--- config.mk ---
export PLATFORM = sky130hd
export DESIGN_NAME = ctc_period_factoring_timer_unit_flat
export DESIGN_NICKNAME = d
export VERILOG_FILES = /design/src/hdl/ctc_pft_pkg.sv /design/src/hdl/ctc_pft_req_if.sv /design/src/hdl/ctc_pft_rsp_if.sv /design/src/hdl/ctc_period_factoring_timer_unit.sv /design/src/flat_wrapper.sv
export SDC_FILE = /design/constraint.sdc
export NUM_CORES = 1
export LEC_CHECK = 0
export BUFFER_PORTS_ARGS = -buffer_cell sky130_fd_sc_hd__buf_2
export CORE_UTILIZATION = 32
export DETAILED_ROUTE_END_ITERATION = 10
export HOLD_SLACK_MARGIN = 0.06
export SLEW_MARGIN = 20
export SYNTH_ARGS = -nofsm -noshare
export SYNTH_HDL_FRONTEND = slang
export SYNTH_SLANG_ARGS = --single-unit
export TNS_END_PERCENT = 100
--- constraint.sdc ---
create_clock -name clock -period 6.11 [get_ports clock]
set_input_delay 0.3055 -clock clock [delete_from_list [all_inputs] [get_ports clock]]
set_output_delay 0.3055 -clock clock [all_outputs]
set_load 0.02 [all_outputs]
--- src/hdl/ctc_pft_pkg.sv ---
`default_nettype none

package ctc_pft_pkg;

   localparam int unsigned MsWidth    = 23;
   localparam int unsigned ClkWidth   = 11;
   localparam int unsigned TopWidth   = 16;
   localparam int unsigned CountWidth = 32;

   localparam int unsigned TopMax     = 65535;
   localparam int unsigned TickNum    = 1024;
   localparam int unsigned UsPerMs    = 1000;
   localparam int unsigned ClkReset   = 16;

   localparam int unsigned DivSteps   = CountWidth;
   localparam int unsigned StepWidth  = $clog2(DivSteps);

   localparam logic KindSetPeriod = 1'b0;
   localparam logic KindEvent     = 1'b1;

   typedef enum logic [4:0] {
      StIdle   = 5'b00001,
      StTick   = 5'b00010,
      StTotal  = 5'b00100,
      StSearch = 5'b01000,
      StFinish = 5'b10000
   } state_type;

endpackage

`default_nettype wire

--- src/hdl/ctc_pft_req_if.sv ---
`default_nettype none

interface ctc_pft_req_if;
   logic                              valid;
   logic                              ready;
   logic                              kind;
   logic [ctc_pft_pkg::MsWidth-1:0]   desired_ms;

   modport source (output valid, output kind, output desired_ms, input ready);
   modport sink   (input valid, input kind, input desired_ms, output ready);
endinterface

`default_nettype wire

--- src/hdl/ctc_pft_rsp_if.sv ---
`default_nettype none

interface ctc_pft_rsp_if;
   logic                                 valid;
   logic                                 ready;
   logic                                 fire;
   logic [ctc_pft_pkg::TopWidth-1:0]     compare_top;
   logic [ctc_pft_pkg::CountWidth-1:0]   match_count;

   modport source (output valid, output fire, output compare_top, output match_count,
                   input ready);
   modport sink   (input valid, input fire, input compare_top, input match_count,
                   output ready);
endinterface

`default_nettype wire

--- src/hdl/ctc_period_factoring_timer_unit.sv ---
`default_nettype none

// compare-match event: result registered the next cycle; one per cycle while rsp_chan is ready
// set period: 1 to 65535 divisor candidates are tried in a downward search; one shared
//    32-step restoring divider computes the tick, the total and every remainder of that
//    search, and input is not taken meanwhile
// zero clock setting goes straight to the finish state, a zero tick or a zero total skips the later stages
// reset: synchronous, clears the sequencer, counter, match count and top; clock_mhz returns to 16
module ctc_period_factoring_timer_unit #(
   parameter int unsigned TopLimit = ctc_pft_pkg::TopMax
) (
   input  wire logic                                clock,
   input  wire logic                                reset,
   input  wire logic                                csr_wr_en,
   input  wire logic [ctc_pft_pkg::ClkWidth-1:0]    csr_wr_data,
   ctc_pft_req_if.sink                              req_chan,
   ctc_pft_rsp_if.source                            rsp_chan
);
   import ctc_pft_pkg::*;

   state_type               state_ff, state_in;
   logic [ClkWidth-1:0]     clk_mhz_ff;
   logic [CountWidth-1:0]   evt_ff, evt_in;
   logic [CountWidth-1:0]   target_ff, target_in;
   logic [TopWidth-1:0]     top_ff, top_in;

   // shared divider
   logic [TopWidth-1:0]     rem_ff, rem_in;
   logic [CountWidth-1:0]   quo_ff, quo_in;
   logic [TopWidth-1:0]     dsr_ff, dsr_in;
   logic [StepWidth-1:0]    cnt_ff, cnt_in;
   logic [CountWidth-1:0]   work_ff, work_in;

   logic                    rsp_valid_ff, rsp_valid_in;
   logic                    rsp_fire_ff, rsp_fire_in;
   logic [TopWidth-1:0]     rsp_top_ff, rsp_top_in;
   logic [CountWidth-1:0]   rsp_match_ff, rsp_match_in;

   logic [TopWidth:0]       shifted;
   logic [TopWidth:0]       diff;
   logic                    ge;
   logic [TopWidth-1:0]     rem_step;
   logic [CountWidth-1:0]   quo_step;
   logic                    last_step;
   logic                    out_free;
   logic                    req_take;
   logic [CountWidth-1:0]   prod_full;
   logic [CountWidth-1:0]   evt_inc;
   logic                    evt_fire;

   assign shifted   = {rem_ff, quo_ff[CountWidth-1]};
   assign diff      = shifted - {1'b0, dsr_ff};
   assign ge        = (shifted >= {1'b0, dsr_ff});
   assign rem_step  = ge ? diff[TopWidth-1:0] : shifted[TopWidth-1:0];
   assign quo_step  = {quo_ff[CountWidth-2:0], ge};
   assign last_step = (cnt_ff == StepWidth'(DivSteps - 1));

   assign out_free  = !rsp_valid_ff || rsp_chan.ready;
   assign req_chan.ready = (state_ff == StIdle) && out_free;
   assign req_take  = req_chan.valid && req_chan.ready;

   assign prod_full = CountWidth'(req_chan.desired_ms) * CountWidth'(UsPerMs);
   assign evt_inc   = evt_ff + CountWidth'(1);
   assign evt_fire  = (target_ff != '0) && (evt_inc == target_ff);

   assign rsp_chan.valid       = rsp_valid_ff;
   assign rsp_chan.fire        = rsp_fire_ff;
   assign rsp_chan.compare_top = rsp_top_ff;
   assign rsp_chan.match_count = rsp_match_ff;

   always_comb begin
      state_in     = state_ff;
      evt_in       = evt_ff;
      target_in    = target_ff;
      top_in       = top_ff;
      rem_in       = rem_step;
      quo_in       = quo_step;
      dsr_in       = dsr_ff;
      cnt_in       = cnt_ff + StepWidth'(1);
      work_in      = work_ff;
      rsp_valid_in = rsp_valid_ff && !rsp_chan.ready;
      rsp_fire_in  = rsp_fire_ff;
      rsp_top_in   = rsp_top_ff;
      rsp_match_in = rsp_match_ff;

      case (state_ff)
         StIdle: begin
            if (req_take) begin
               if (req_chan.kind == KindEvent) begin
                  evt_in       = evt_fire ? '0 : evt_inc;
                  rsp_valid_in = 1'b1;
                  rsp_fire_in  = evt_fire;
                  rsp_top_in   = top_ff;
                  rsp_match_in = target_ff;
               end else begin
                  work_in = prod_full;
                  if (clk_mhz_ff == '0) begin
                     top_in    = TopWidth'(TopLimit - 1);
                     target_in = '0;
                     state_in  = StFinish;
                  end else begin
                     rem_in   = '0;
                     quo_in   = CountWidth'(TickNum);
                     dsr_in   = TopWidth'(clk_mhz_ff);
                     cnt_in   = '0;
                     state_in = StTick;
                  end
               end
            end
         end
         StTick: begin
            if (last_step) begin
               if (quo_step == '0) begin
                  top_in    = TopWidth'(TopLimit - 1);
                  target_in = '0;
                  state_in  = StFinish;
               end else begin
                  rem_in   = '0;
                  quo_in   = work_ff;
                  dsr_in   = quo_step[TopWidth-1:0];
                  cnt_in   = '0;
                  state_in = StTotal;
               end
            end
         end
         StTotal: begin
            if (last_step) begin
               if (quo_step == '0) begin
                  top_in    = TopWidth'(TopLimit - 1);
                  target_in = '0;
                  state_in  = StFinish;
               end else begin
                  work_in  = quo_step;
                  rem_in   = '0;
                  quo_in   = quo_step;
                  dsr_in   = (quo_step < CountWidth'(TopLimit)) ? quo_step[TopWidth-1:0]
                                                                : TopWidth'(TopLimit);
                  cnt_in   = '0;
                  state_in = StSearch;
               end
            end
         end
         StSearch: begin
            if (last_step) begin
               if (rem_step == '0) begin
                  top_in    = dsr_ff - TopWidth'(1);
                  target_in = quo_step;
                  state_in  = StFinish;
               end else begin
                  rem_in = '0;
                  quo_in = work_ff;
                  dsr_in = dsr_ff - TopWidth'(1);
                  cnt_in = '0;
               end
            end
         end
         StFinish: begin
            if (out_free) begin
               rsp_valid_in = 1'b1;
               rsp_fire_in  = 1'b0;
               rsp_top_in   = top_ff;
               rsp_match_in = target_ff;
               state_in     = StIdle;
            end
         end
         default: begin
            state_in = StIdle;
         end
      endcase
   end

   always_ff @(posedge clock) begin
      if (reset) begin
         state_ff     <= StIdle;
         clk_mhz_ff   <= ClkWidth'(ClkReset);
         evt_ff       <= '0;
         target_ff    <= '0;
         top_ff       <= '0;
         rsp_valid_ff <= 1'b0;
      end else begin
         state_ff     <= state_in;
         if (csr_wr_en) begin
            clk_mhz_ff <= csr_wr_data;
         end
         evt_ff       <= evt_in;
         target_ff    <= target_in;
         top_ff       <= top_in;
         rsp_valid_ff <= rsp_valid_in;
      end
   end

   always_ff @(posedge clock) begin
      rem_ff       <= rem_in;
      quo_ff       <= quo_in;
      dsr_ff       <= dsr_in;
      cnt_ff       <= cnt_in;
      work_ff      <= work_in;
      rsp_fire_ff  <= rsp_fire_in;
      rsp_top_ff   <= rsp_top_in;
      rsp_match_ff <= rsp_match_in;
   end

endmodule

`default_nettype wire

--- src/flat_wrapper.sv ---
// flat-port wrapper written by rule: the top's interface ports become plain ports
module ctc_period_factoring_timer_unit_flat import ctc_pft_pkg::*;
#(
   parameter int unsigned TopLimit = ctc_pft_pkg::TopMax
)
  (clock, reset, csr_wr_en, csr_wr_data, req_chan_valid, req_chan_kind, req_chan_desired_ms, req_chan_ready, rsp_chan_valid, rsp_chan_fire, rsp_chan_compare_top, rsp_chan_match_count, rsp_chan_ready);
  ctc_pft_req_if req_chan_i ();
  ctc_pft_rsp_if rsp_chan_i ();
  input  wire logic clock;
  input  wire logic reset;
  input  wire logic csr_wr_en;
  input  wire logic [ctc_pft_pkg::ClkWidth-1:0] csr_wr_data;
  input wire logic [$bits(req_chan_i.valid)-1:0] req_chan_valid;
  input wire logic [$bits(req_chan_i.kind)-1:0] req_chan_kind;
  input wire logic [$bits(req_chan_i.desired_ms)-1:0] req_chan_desired_ms;
  output wire logic [$bits(req_chan_i.ready)-1:0] req_chan_ready;
  output wire logic [$bits(rsp_chan_i.valid)-1:0] rsp_chan_valid;
  output wire logic [$bits(rsp_chan_i.fire)-1:0] rsp_chan_fire;
  output wire logic [$bits(rsp_chan_i.compare_top)-1:0] rsp_chan_compare_top;
  output wire logic [$bits(rsp_chan_i.match_count)-1:0] rsp_chan_match_count;
  input wire logic [$bits(rsp_chan_i.ready)-1:0] rsp_chan_ready;
  assign req_chan_i.valid = req_chan_valid;
  assign req_chan_i.kind = req_chan_kind;
  assign req_chan_i.desired_ms = req_chan_desired_ms;
  assign req_chan_ready = req_chan_i.ready;
  assign rsp_chan_valid = rsp_chan_i.valid;
  assign rsp_chan_fire = rsp_chan_i.fire;
  assign rsp_chan_compare_top = rsp_chan_i.compare_top;
  assign rsp_chan_match_count = rsp_chan_i.match_count;
  assign rsp_chan_i.ready = rsp_chan_ready;
  ctc_period_factoring_timer_unit #(.TopLimit(TopLimit)) u_core (.clock(clock), .reset(reset), .csr_wr_en(csr_wr_en), .csr_wr_data(csr_wr_data), .req_chan(req_chan_i), .rsp_chan(rsp_chan_i));
endmodule
Word-level counts from Yosys, hierarchy flattened:

Cells that the tools add are included.

* add/sub/neg operators: 4
* multipliers: 1
* $lt $le $gt $ge: 2
* equality and inequality tests: 22
* multiplexer cells: 85
* reductions and logical operators: 22

Operators by type and width (number)
* 32-bit two-way mux: 22
* 16-bit two-way mux: 28
* 32-bit one-hot mux with 3 select lines: 2
* 32-bit one-hot mux with 2 select lines: 2
* 16-bit one-hot mux with 3 select lines: 2
* 5-bit two-way mux: 17
* 16-bit one-hot mux with 4 select lines: 1
* 32-bit by 1-bit adder with 32-bit output (second input constant): 1
* 32-bit equality test: 1
* 32-bit logical NOT: 1
* 32-bit by 16-bit < comparator with 1-bit output (second input constant): 1
* 16-bit one-hot mux with 2 select lines: 1
* 32-bit nonzero test: 1
* 23-bit by 7-bit multiplier with 29-bit output (second input constant): 1
* 5-bit one-hot mux with 5 select lines: 1
* 17-bit by 16-bit greater-or-equal comparator with 1-bit output: 1
* 16-bit logical NOT: 1
* 2-bit by 1-bit != test with 1-bit output (second input constant): 8
* 16-bit by 1-bit subtractor with 16-bit output (second input constant): 1
* 16-bit subtractor: 1
* 5-bit one-hot mux with 3 select lines: 1
* 2-bit != test (second input constant): 7
* 11-bit logical NOT: 1
* 5-bit equality test (second input constant): 2
* 20 further kinds: 31

* bits in registers: 247
* bits of input ports: 40
* output and inout port bits: 51
* word-level logic and storage cells: 150

Logic depth before layout (Yosys ltp):

* depth after elaboration: 6
* mapped depth: 18
* gate-level depth less buffers: 18

Worst setup path before layout:

No wires, ideal clock.

* kind: in2reg
* from: input req_chan_desired_ms[5]
* to: register u_core.work_ff[28] (data pin)
* arrival: 4627 ps
* data required time: 5840 ps
* slack: 1213 ps
* stages: 15
* cells stage by stage: inv_1 fa_1 fa_1 fa_1 fa_1 inv_1 ha_1 a2111oi_0 o21ai_0 a41oi_1 nor2_1 a2111oi_0 o31ai_1 xnor2_1 a21oi_1

* cells in the longest elaborated chain, start to end: 4

Ends and longest elaborated chain
* start: declaration: line flat_wrapper.sv:15 `input wire logic [$bits(req_chan_i.desired_ms)-1:0] req_chan_desired_ms;`
* 23-bit by 7-bit multiplier with 29-bit output: line ctc_period_factoring_timer_unit.sv:62 `assign prod_full = CountWidth'(req_chan.desired_ms) * CountWidth'(UsPerMs);`
* 32-bit two-way mux: line ctc_period_factoring_timer_unit.sv:89 `if (req_chan.kind == KindEvent) begin`
* 32-bit two-way mux: line ctc_period_factoring_timer_unit.sv:88 `if (req_take) begin`
* 32-bit one-hot mux with 2 select lines: line ctc_period_factoring_timer_unit.sv:86 `case (state_ff)`
* via u_core.work_in[28]: line ctc_period_factoring_timer_unit.sv:32 `logic [CountWidth-1:0] work_ff, work_in;`
* end signal: assignment: line ctc_period_factoring_timer_unit.sv:197 `work_ff <= work_in;`
* end: declaration: line ctc_period_factoring_timer_unit.sv:32

The timed path passes the listed nets, and every way through them passes these cells. The select of a mux whose other input is x is not followed.
A chain may end at the register's enable or synchronous reset.

Worst setup path after layout:

* from: input req_chan_desired_ms[6]
* to: register u_core.work_ff[30] (data pin)

Same word-level chain as after synthesis.

==> flow_summary_export.csv <==
group,metric,value,unit
yosys,synth.distinct_cells,71,
sta,period_minus_slack,4800,ps
worst_setup_path,r2r_start,"u_core.dsr_ff[0]$_DFFE_PP_",
cts,cts_resized,0,
pwr,switchingPower,3.48,mW
floorplanning,die_w,224,um
yosys,synth_enable_flop_cells,97,
yosys,synthesis.nets,1825,
sta,worst_pin_slew,1140,ps
drt,post_drt_wl_per_cell,17.4,um
pwr,clkPwrFrac,18.8,%
worst_setup_path,critPathKind,"input port to flop",
cts,post_cts_buffers,0,
drt,drtIter0Drc,1078,
yosys,ys_seq_area_share,37.4,%
global_route,grt_pass1_vias,12200,
sta,final.setup.worst_slack,1310,ps
finish,antennaDiodeCount,0,
placement,pre_cts_slack,857,ps
drt,avgViaCountPerCell,5.31,
yosys,synth_top_cells_by_count,"167 x inv_1, 150 x dfxtp_1, 111 x nand2_1, 97 x edfxtp_1, 90 x o21ai_0",
global_route,track_usage,16.3,%
global_route,grt_pass1_wl,66800,um
finish,fin_util,36.6,%
sta,min_period_over_period,78.6,%
hold_path,hold_path_depth,3,
finish,multi_input_area,8950,sq um
pwr,seq_power_share,30.4,%
cts,clk_pin_slew,60,ps
worst_setup_path,worst_path_dominant_cell_family,"adder cells",
finish,regArea,5920,sq um
worst_setup_path,cp_common_cell,"fa_1",
yosys,netlist_area,15800,sq um
sta,rsz0062_at_grt,"false",
sta,whs,98.1,ps
worst_setup_path,rr_endpoint,"u_core.dsr_ff[8]$_DFFE_PP_",
cts,ctsHoldBuffers,11,
floorplanning,dieArea,50300,sq um
sta,slew_headroom,23.2,%
finish,drive_gt1_share,12.2,%
worst_setup_path,path_cells,"buf_2, inv_1, fa_1, fa_1, fa_1, fa_1, inv_1, ha_1, a2111oi_0, o21ai_0, a41oi_1, nor2_1, a2111oi_0, buf_4, nor4_1, o21ai_0, o211ai_1",
yosys,synthTopCellsByArea,"dfxtp_1 19%, edfxtp_1 18%, fa_1 11%",
worst_setup_path,startpoint_type,"input port",
placement,port_buffers,90,
yosys,synthXorXnorAreaFrac,4.93,%
cts,cts_sinks,247,
sta,slew_violations,0,
cts,clock-root-buffer,"clkbuf_16",
status,outcome,"completed",
floorplanning,start_util,32.4,%
worst_setup_path,cp_max_fo,4,
pwr,power.internal,4.86,mW
sta,hold_viol,0,
yosys,synth_area_leader_cell,"dfxtp_1",
hold_path,hp-class,"input port to flop",
yosys,synthAdderAreaFrac,17.1,%
yosys,synthSimpleGateAreaFrac,15.2,%
pwr,comb_power_share,50.7,%
yosys,ys_warn_count,0,
cts,clock_path_buffers,3,
finish,num-nets-final,1896,
floorplanning,rows,81,
global_route,grt_max_degree,78,
worst_setup_path,startpoint,"req_chan_desired_ms[6]",
drt,drtPass1Iterations,5,
floorplanning,core_area,48800,sq um
worst_setup_path,crit_end,"u_core.work_ff[30]$_DFFE_PP_",
sta,setup_tns,0,ps
floorplanning,die_h,224,um
cts,cts_max_level,1,
drt,wl,41300,um
yosys,synthFlopType,"dfxtp_1",
placement,place.gp.congestion,0.887,
yosys,synth_top_family_by_area,"compound AO/OA/AOI/OAI gates",
worst_setup_path,slowest_stage,"fa_1",
placement,placed_cell_area,16900,sq um
yosys,synth_top_area_share,19.0,%
pwr,p_sw_share,41.7,%
pwr,powerDensity,467,nW/um^2
yosys,synth.most_common_cell,"inv_1",
yosys,synth_compound_area_share,17.6,%
yosys,ys_async_sr_fraction,0,%
placement,dp_hpwl,30900,um
worst_setup_path,max_stage_delay,540,ps
global_route,overflow,0,
pwr,cellLeakagePower,7.27,nW
finish,area.growth.synth_to_final,13.0,%
sta,skew,20.5,ps
worst_setup_path,critPathBufInv,4,
drt,drc,0,
worst_setup_path,cp.depth,17,
yosys,syn_inst,1619,
finish,design_area,17900,sq um
sta,clock.fmax,208,MHz
worst_setup_path,required,6400,ps
worst_setup_path,cp-end-kind,"flop",
worst_setup_path,arrival,5090,ps
cts,cts_tree,"done",
pwr,irDropWorstVdd,0.000223,V
cts,cts_made_buffers,26,
cts,worstSkewPairLatency,550,ps
global_route,antenna_found_initial,0,
drt,antenna_left,0,
finish,fill_cells,4962,
yosys,synth_seq_cells,247,
yosys,synthMuxAreaShare,1.67,%
run,max-cap-violations,0,
drt,num_vias,12600,
floorplanning,num_io_pins,91,
sta,finalSetupViolCount,0,
worst_setup_path,rr_worst_depth,13,
yosys,syn_avg_cell_area,9.77,sq um
worst_setup_path,rrSetupSlack,1590,ps
[metrics by stage]
step / std cells / total power [mW]
6_report: 2374 / 8.34
5_1_grt: 2374 / 8.98
4_1_cts: 2374 / 8.37
3_5_place_dp: 2315 / 6.76
3_3_place_gp: 2315 / 6.69
2_1_floorplan: 1619 / 5.70
[registers in the layout, summed over array words and instances, names as in the netlist]
signal,flops
u_core.evt_ff,32
u_core.quo_ff,32
u_core.rsp_chan.match_count,32
u_core.target_ff,32
u_core.work_ff,32
u_core.dsr_ff,16
u_core.rem_ff,16
u_core.rsp_chan.compare_top,16
u_core.top_ff,16
u_core.clk_mhz_ff,11
u_core.cnt_ff,5
u_core.state_ff,5
u_core.rsp_chan.fire,1
u_core.rsp_chan.valid,1
[routing by layer]
metal | GRT usage (%) | part of all wire (%) | vias to the layer above
li1 | - | - | 6043
met1 | 23.3 | 47 | 6132
met2 | 26.3 | 45 | 377
met3 | 2.04 | 6.3 | 54
met4 | 3.60 | 1.8 | 0
met5 | 0 | 0 | -
[cells in the final DEF, fill, tap and decap left out, drive strengths merged, types with 7 or more instances in the layout]
cell type,Yosys,routed
fa,83,83
a31oi,10,10
ha,83,83
o22ai,7,7
and2,11,11
dfxtp,150,150
a21oi,89,89
a211oi,14,14
a221oi,8,8
or3,10,10
nand2b,7,7
and4,7,7
clkbuf,54,42
nor2b,10,10
mux2i,23,23
o21a,7,7
o31ai,18,18
nor4,50,50
nor2,87,87
xnor2,68,68
xor2,21,21
dlygate4sd3,0,11
a22oi,7,7
a21o,18,18
nor3,35,35
o211ai,13,13
nand2,111,111
o21ai,93,93
and3,23,23
buf,22,108
nand3,35,35
nor3b,11,11
nand4,33,33
a32o,65,65
inv,167,169
edfxtp,97,97
[worst min path at each step]
stage,end,from,slack [ps]
floorplan,u_core.rsp_chan.compare_top[0]$_DFFE_PP_,u_core.top_ff[0]$_SDFFE_PP0P_,410
global placement,u_core.rsp_chan.compare_top[15]$_DFFE_PP_,u_core.top_ff[15]$_SDFFE_PP0P_,420
detailed placement,u_core.rsp_chan.compare_top[6]$_DFFE_PP_,u_core.top_ff[6]$_SDFFE_PP0P_,420
CTS,u_core.rsp_chan.valid$_SDFF_PP0_,rsp_chan_ready,70
global route,u_core.rsp_chan.valid$_SDFF_PP0_,rsp_chan_ready,100
finish,u_core.rsp_chan.valid$_SDFF_PP0_,rsp_chan_ready,100
[kinds of logic after synthesis]
logic type	Yosys count
simple gates	460
compound gates	388
flops	247
buf+inv	243
fa+ha+maj	166
xor+xnor	89
mux	26
[tightest hold or removal path: cells and delay by family]
family	cells	cell delay, ps
simple gates	1	120
compound gates	1	60
buf+inv	1	100
[power by group through the flow]
stage	Sequential, mW	Combinational, mW	Clock, mW
after floorplan	2.51	3.19	0
after global placement	2.56	4.13	0
after detailed placement	2.57	4.19	0
after CTS	2.54	4.22	1.61
after global routing	2.58	4.75	1.66
final	2.54	4.23	1.57
[cell type report]
| class | instances | share of cell area (%) |
|---|---|---|
| clock inverters | 6 | 0.210 |
| well taps | 664 | 4.65 |
| flip-flops and latches | 247 | 33.1 |
| clock buffers | 42 | 4.56 |
| inverters | 167 | 3.51 |
| multi-input cells | 1129 | 50.1 |
| repair buffers | 119 | 3.89 |
(Power assumes the default switching activity.)
